[src/lcmc_pkg.sv]
// shared types and constants for the lru cache miss classifier
// no dependencies
package lcmc_pkg;

    localparam int STACK_DEPTH_DEF = 64;
    localparam int ADDR_BITS_DEF   = 20;

    localparam int SHIFT_W   = 4;
    localparam int CAP_W     = 7;
    localparam int CFG_W     = 7;
    localparam int CFG_IDX_W = 1;
    localparam int CNT_W     = 32;
    localparam int CLS_W     = 3;
    localparam int OUT_W     = 72;
    localparam int ROW_W     = 64;
    localparam int BIT_W     = 6;

    localparam logic [SHIFT_W-1:0] SHIFT_MIN   = 4'd2;
    localparam logic [SHIFT_W-1:0] SHIFT_MAX   = 4'd8;
    localparam logic [SHIFT_W-1:0] SHIFT_RESET = 4'd6;
    localparam logic [CAP_W-1:0]   CAP_RESET   = 7'd64;
    localparam logic [CNT_W-1:0]   CNT_MAX     = 32'hFFFF_FFFF;

    typedef enum logic [CFG_IDX_W-1:0] {
        CFG_LINE_SHIFT = 1'b0,
        CFG_CAPACITY   = 1'b1
    } t_cfg_idx;

    typedef enum logic [CLS_W-1:0] {
        CLS_RD_HIT      = 3'd0,
        CLS_RD_CAPACITY = 3'd1,
        CLS_RD_FIRST    = 3'd2,
        CLS_WR_HIT      = 3'd3,
        CLS_WR_CAPACITY = 3'd4,
        CLS_WR_FIRST    = 3'd5
    } t_cls;

    typedef enum logic [1:0] {
        S_CLEAR,
        S_IDLE,
        S_UPD
    } t_state;

    typedef struct packed {
        logic flush;
        logic hit;
        logic miss;
    } t_cell_ctl;

endpackage

[src/lcmc_cell.sv]
// one entry of the lru stack: tag, valid bit and match logic
// depends on lcmc_pkg
module lcmc_cell
    import lcmc_pkg::*;
#(
    parameter int TAG_W = 18,
    parameter int INDEX = 0
) (
    input  logic              i_clk,
    input  logic              i_rst_n,
    input  t_cell_ctl         i_ctl,
    input  logic [CAP_W-1:0]  i_cap,
    input  logic [TAG_W-1:0]  i_line,
    input  logic [TAG_W-1:0]  i_prev_tag,
    input  logic              i_prev_valid,
    input  logic              i_found,
    output logic [TAG_W-1:0]  o_tag,
    output logic              o_valid,
    output logic              o_match,
    output logic              o_found
);

    logic [TAG_W-1:0] r_tag;
    logic             r_valid;
    logic             w_cap_ok;

    assign w_cap_ok = 32'(i_cap) > 32'(INDEX);

    always_ff @(posedge i_clk) begin
        if (!i_rst_n || i_ctl.flush) begin
            r_valid <= 1'b0;
        end else if (i_ctl.miss) begin
            r_valid <= i_prev_valid && w_cap_ok;
        end
    end

    // on a hit only the cells up to the matching one move down
    always_ff @(posedge i_clk) begin
        if (i_ctl.miss || (i_ctl.hit && !i_found)) begin
            r_tag <= i_prev_tag;
        end
    end

    assign o_tag   = r_tag;
    assign o_valid = r_valid;
    assign o_match = r_valid && (r_tag == i_line);
    assign o_found = i_found || o_match;

endmodule
[config.mk]
export PLATFORM = sky130hd
export DESIGN_NAME = lcmc_cell
export DESIGN_NICKNAME = d
export VERILOG_FILES = /design/src/lcmc_pkg.sv /design/src/lcmc_cell.sv
export SDC_FILE = /design/constraint.sdc
export NUM_CORES = 1
export LEC_CHECK = 0
export BUFFER_PORTS_ARGS = -buffer_cell sky130_fd_sc_hd__buf_2
export CAP_MARGIN = 20
export CORE_MARGIN = 2
export CORE_UTILIZATION = 37
export DETAILED_ROUTE_END_ITERATION = 8
export PLACE_DENSITY = 0.79
export SYNTH_ARGS = -nofsm -noshare
export SYNTH_HDL_FRONTEND = slang
export SYNTH_SLANG_ARGS = --single-unit
[constraint.sdc]
create_clock -name i_clk -period 2.6 [get_ports i_clk]
set_input_delay 0.78 -clock i_clk [delete_from_list [all_inputs] [get_ports i_clk]]
set_output_delay 0.78 -clock i_clk [all_outputs]
set_load 0.02 [all_outputs]
# After elaboration in Yosys (flattened, before gate mapping)
# Index checks and enable logic that the tools add are counted.
# word_totals
reg_bits	19
input_bits	50
output_inout_bits	21
word_cells	12
# op_classes
n_lt_le_gt_ge	1
n_eq_ne	1
reduce_logical	8
# op_table
operator	n
== test 18 bit	1
> comparator 7 x 1 -> 1 bit (second input constant)	1
logical AND 1 bit	3
logical OR 1 bit	3
zero test 1 bit	2

# Logic depth before layout (Yosys ltp)
# Gate-level depths: netlist of the first run.
# logic_depth
word_depth	3
mapped_depth	4
ltp_nobuf	4

# Worst setup path before layout of the first run
# Ideal clock, no wire load.
# synth_timing
path_kind	input to output
start	input i_line[17]
end	output o_match
t_arrival_ps	1859
required_ps	1820
slack_ps	-39
stages	4
n_path_buf	0
cell_sequence	xor2_1 -> nor4_1 -> nand4_1 -> nor3_1
# synth_between
elab_chain_len	2
# synth_lines
item	line	source
start, declared	lcmc_cell.sv:13	input logic [TAG_W-1:0] i_line,
== test 18 bit	lcmc_cell.sv:46	assign o_match = r_valid && (r_tag == i_line);
logical AND 1 bit	lcmc_cell.sv:46	
end, declared	lcmc_cell.sv:19	output logic o_match,
# Every way passes these cells.

# Worst setup path after layout of the first run
# layout_timing
start	input i_line[7]
end	output o_match
# Same word-level chain as after synthesis.

==> results.yml, run 1 <==
status:
  status: "finished, violations left"
  violations: "negative setup slack"
synth:
  ys_seq_elements: 19
  syn_area_per_cell_um2: 15.2
  netlist_instances: 54
  synth.distinct_cells: 16
  synth_nets: 104
  seq_area_frac_synth: 0.684
  syn_area_um2: 820
  ys_warn_count: 0
worst_hold_path:
  hold_class: "in -> reg"
  min-delay-start: "i_ctl[2]"
  min_to: "o_valid$_SDFFE_PP0P_"
  whs_path_depth: 2
floorplan:
  start_util: 0.381
  dieWidth_um: 51.1
  ios: 71
  die_h_um: 51.1
  die-area_mm2: 0.00261
  core-area_mm2: 0.00215
  fp-row-count: 17
global_routing:
  grt.total_usage: 0.122
  antenna_found_initial: 0
  grt_pass1_wl_um: 2360
  grt-ovfl-total: 0
  grt_pass1_vias: 623
  grt_max_degree: 19
critical_path:
  end_kind: "primary output"
  r2r_slack_ns: 1.83
  worst-path-max-fanout: 2
  start_kind: "input pin"
  regToRegStartpoint: "o_valid$_SDFFE_PP0P_"
  reg2regPathDepth: 3
  crit_arrival_ns: 1.92
  critical_path_class: "in -> out"
  worstReg2RegEnd: "o_valid$_SDFFE_PP0P_"
  critPathRequiredTime_ns: 1.82
placement:
  numPortBuffers: 70
  gp_congestion: 0.645
clock_network:
  cts_root_buf: "clkbuf_4"
  holdBufCountCts: 0
  htreeDepth: 1
  cts_made_buffers: 3
  clock_latency_ns: 0.28
  clk_pin_slew_ns: 0.10
  clockBufferDepth: 2
  cts_tree: "yes"
  clock_sinks: 19
finish:
  finalNetCount: 180
  fill_cells: 190
  mostFrequentLayoutCell: "buf_2"
  drive_above_1_share: 0.620
  layout_common_cells: "buf_2, edfxtp_1, xor2_1"
  diodes: 0
  synthToLayoutAreaGrowth_pct: 56.5
timing:
  relSlewSlack: 0.546
  worstMarginPinSlew_ns: 0.681
  fmax_mhz: 370
  setup_viol: 2
  fin_crit_sh: 1.04
  fin_setup_tns_ns: -0.208
  period_needed_ns: 2.70
  hold_slack_ns: 0.650
  maxSlewViolCount: 0
  rsz0062_at_grt: "yes"
  fin_ws_ns: -0.105
  final_hold_viol_count: 0
  fin_skew_ns: 0
power_and_ir_drop:
  p_leak_uw: 0.000588
  vdd_ir_drop_max_v: 0.000328
  powerDensity_mw_per_mm2: 532
  power_uw: 682
detailed_routing:
  via_per_inst: 4.41
  ant_nets: 0
  drt_pass1_iterations: 2
  drcViolationCount: 0
  wl_per_cell_um: 11.1
  routed_wirelength_um: 1740
  drt_first_iter_violations: 1
  vias: 692
flow_run:
  drv_cap: 0
per-layer routing:
metal | part of all wire | vias to the layer above | track usage
met2 | 0.59 | 31 | 0.258
met5 | 0 | - | 0
li1 | - | 347 | -
met1 | 0.32 | 312 | 0.112
met3 | 0.076 | 2 | 0.0117
met4 | 0.013 | 0 | 0.0541
sequential cells by signal (all words and copies together), names as in the netlist:
name     count
o_tag       18
o_valid      1
worst max path at each step:
stage                           from  endpoint  slack [ns]
after CTS                  i_line[7]   o_found       -0.11
after global placement    i_line[17]   o_found       -0.17
after global routing       i_line[1]   o_found       -0.18
after detailed placement  i_line[17]   o_found       -0.26
after floorplan           i_line[17]   o_found        0.03
final                      i_line[7]   o_match       -0.10
timing repair:
item,CTS,global route
endpoints found under the setup margin,2,2
pin swaps,5,3
resized for setup,6,1
buffers inserted,0,1
gates cloned,0,0
worst max-delay path, stage by stage:
cell	delay (ns)
buf_6	0.09
xor2_2	0.13
nor4_2	0.29
nand4_1	0.19
buf_4	0.18
nor3_2	0.09
buf_4	0.16
area by class of cell:
type                    instances  area, um2  share of cell area
clock buffers                   3       22.5              0.0176
clock inverters                 1       5.00             0.00390
inverters                       1       3.75             0.00293
multi-input cells              34        280               0.219
flip-flops and latches         19        561               0.437
well taps                      28       35.0              0.0273
repair buffers                 71        375               0.293
cell families (layout without fill, tap and decap cells):
kind of cell / count (synthesis) / in the layout / share of synthesized area
flops: 19 / 19 / 0.684
xor+xnor: 18 / 18 / 0.192
simple gates: 13 / 13 / 0.0870
compound gates: 3 / 3 / 0.0321
buf+inv: 1 / 76 / 0.00458
through the flow:
step / instance area, um2 / worst slack [ns] / utilization / std cells
after floorplan: 825 / 0.0256 / - / 54
after global placement: 1210 / -0.175 / 0.563 / 152
after detailed placement: 1210 / -0.265 / 0.563 / 152
after CTS: 1270 / -0.111 / 0.591 / 156
after global routing: 1280 / -0.178 / 0.597 / 157
final: 1280 / -0.105 / 0.597 / 157
power by group:
group | switching [uW] | total, uW | leakage [uW] | internal [uW]
registers | 17.8 | 386 | 0.000188 | 368
clock network | 84.5 | 141 | 0.0000177 | 57.0
logic | 83.6 | 155 | 0.000382 | 71.1
cells in the mapped netlist:
cell	instances	area, um2
nand4_1	1	6.26
a31oi_1	1	6.26
edfxtp_1	18	541
a21o_1	1	7.51
nand3_1	1	5.00
nor2b_1	1	6.26
nor3b_1	1	7.51
nor3_1	2	10.0
dfxtp_1	1	20.0
o31ai_2	1	12.5
nor4_1	4	25.0
xnor2_1	4	35.0
nor2_1	1	3.75
inv_1	1	3.75
nand2_1	2	7.51
xor2_1	14	123
Power figures use the tool's default switching activity.
==> inputs of run 2 (changes only) <==
Settings changed: ABC_AREA from default to 1, CORE_UTILIZATION 37 to 41, CTS_CLUSTER_DIAMETER from default to 30, PLACE_DENSITY 0.79 to 0.78.
==> results.yml, run 2 <==
finish:
  fill_cells: 243
  post-route-util: 0.604
  diodes: 0
  mostFrequentLayoutCell: "buf_2"
  drive_above_1_share: 0.341
  synthToLayoutAreaGrowth_pct: 38.7
  finalNetCount: 271
  layout_common_cells: "buf_2, nand2_1, inv_1"
  multi_input_area_um2: 400
  fin_cells: 250
  largest_reg_flops: 18
  ff_latch_area_um2: 561
critical_path:
  worstSetupStartpoint: "i_line[13]"
  worstReg2RegEnd: "o_valid$_SDFFE_PP0P_"
  start_kind: "input pin"
  critPathMaxStageDelay_ns: 0.20
  reg2regPathDepth: 2
  end_kind: "primary output"
  critPathCapture: "o_match"
  cp_cell_sequence: "buf_2 > inv_1 > or2_1 > nand2_1 > nor3_1 > nand2_1 > nor2_1 > buf_2"
  r2r_slack_ns: 1.92
  crit_arrival_ns: 1.63
  regToRegStartpoint: "o_valid$_SDFFE_PP0P_"
  critPathSlowestCell: "nor3_1"
  critPathRequiredTime_ns: 1.82
  worst-path-max-fanout: 2
  critical_path_class: "in -> out"
timing:
  setup_viol: 0
  fin_skew_ns: 0
  maxSlewViolCount: 0
  rsz0062_at_grt: "no"
  period_needed_ns: 2.41
  fin_setup_tns_ns: 0
  relSlewSlack: 0.843
  final_hold_viol_count: 0
  fin_crit_sh: 0.927
  worstMarginPinSlew_ns: 0.235
  fmax_mhz: 415
clock_network:
  cts_resized: 0
  clockBufferDepth: 2
  htreeDepth: 1
  clock_latency_ns: 0.30
  holdBufCountCts: 0
  postCtsSetupBuffers: 0
  cts_root_buf: "clkbuf_4"
  clock_sinks: 19
  cts_tree: "yes"
  cts_made_buffers: 3
  clk_pin_slew_ns: 0.10
detailed_routing:
  vias: 1083
  drt_pass1_iterations: 4
  drcViolationCount: 0
  ant_nets: 0
  drt_first_iter_violations: 27
  wl_per_cell_um: 9.88
  routed_wirelength_um: 2470
  via_per_inst: 4.33
synth:
  netlist_instances: 145
  ys_seq_elements: 19
  synth_edf_count: 18
  seq_area_frac_synth: 0.515
  synth.most_common_cell: "nand2_1"
  synth_area_leaders: "edfxtp_1, nand2_1, inv_1, nor2_1, nand4_1"
  syn_area_mm2: 0.00109
  ys.flop_type: "edfxtp_1"
  synth_common_cells: "nand2_1, inv_1, nor2_1"
  synth_top_area_frac: 0.497
  syn_area_per_cell_um2: 7.51
  synth_nets: 195
  yosys.area.top_type: "edfxtp_1"
  ys_warn_count: 0
  async_reset_ff_frac: 0
  synth.distinct_cells: 16
placement:
  gp_congestion: 0.827
  numPortBuffers: 70
  dp_cells: 246
  dp_hpwl_um: 2100
floorplan:
  ios: 71
  die_h_um: 55.5
  fp-row-count: 18
  die-area_mm2: 0.00308
  start_util: 0.435
  dieWidth_um: 55.5
  core-area_mm2: 0.00250
global_routing:
  grt_pass1_vias: 1068
  grt_max_degree: 19
  antenna_found_initial: 0
  grt-ovfl-total: 0
  grt.total_usage: 0.169
  grt_pass1_wl_um: 4110
power_and_ir_drop:
  vdd_ir_drop_max_v: 0.000461
  p_leak_uw: 0.000875
  power_uw: 732
  powerDensity_mw_per_mm2: 485
flow_run:
  drv_cap: 0
status:
  status: "finished clean"
worst_hold_path:
  hold_class: "reg -> reg"
[run 2: changes by cell type after synthesis, moves of 3 or more]
cell,previous run,this run
nor2_1,1,21
nand3_1,1,6
inv_1,1,34
nor4_1,4,0
nand4_1,1,6
xor2_1,14,0
xnor2_1,4,1
nand2_1,2,49
[run 2: through the flow]
step                hold WS (ns)  cell area, um2  setup slack (ns)
detailed placement         0.603            1480             0.186
floorplan                  0.646            1090             0.341
global placement           0.597            1480             0.201
finish                     0.611            1510             0.190
global route               0.636            1510            0.0307
CTS                        0.617            1510             0.176
[run 2: layout make-up]
cell class              count  share of cell area
flip-flops and latches     19               0.371
multi-input cells          92               0.265
repair buffers             71               0.237
inverters                  34              0.0845
well taps                  30              0.0249
clock buffers               4              0.0174
[run 2: critical path: cells and delay by family]
| family | cells | cell delay (ns) |
|---|---|---|
| AND/OR/NAND/NOR | 5 | 0.53 |
| buffers and inverters | 3 | 0.32 |
[run 2: worst min-delay path by stage]
| stage | to | from | cells after the start |
|---|---|---|---|
| 3_5_place_dp | o_valid$_SDFFE_PP0P_ | o_valid$_SDFFE_PP0P_ | 2 |
| 6_report | o_valid$_SDFFE_PP0P_ | o_valid$_SDFFE_PP0P_ | 2 |
| 5_1_grt | o_tag[8]$_DFFE_PP_ | i_prev_tag[8] | 1 |
| 3_3_place_gp | o_valid$_SDFFE_PP0P_ | o_valid$_SDFFE_PP0P_ | 2 |
| 2_1_floorplan | o_valid$_SDFFE_PP0P_ | o_valid$_SDFFE_PP0P_ | 2 |
| 4_1_cts | o_valid$_SDFFE_PP0P_ | o_valid$_SDFFE_PP0P_ | 2 |
[run 2: where the power goes]
part | switching (uW) | total (uW) | internal [uW]
Sequential | 20.0 | 388 | 368
Clock | 89.4 | 149 | 59.9
Combinational | 115 | 194 | 79.1
[run 2: metal layers]
layer / global-route usage / part of all wire / vias to the layer above / wire length [um]
met3: 0.0515 / 0.070 / 5 / 172
met5: 0 / 0 / - / 0
met4: 0.0941 / 0.018 / 0 / 45
li1: - / - / 597 / -
met2: 0.293 / 0.49 / 34 / 1200
met1: 0.181 / 0.42 / 447 / 1050
[run 2: cells by family after synthesis]
logic type | count (synthesis) | synth area share
AOI/OAI and AO/OA | 5 | 0.0299
xor gates and xnor gates | 1 | 0.00805
buffers and inverters | 34 | 0.117
DFF | 19 | 0.515
and+or+nand+nor | 86 | 0.330
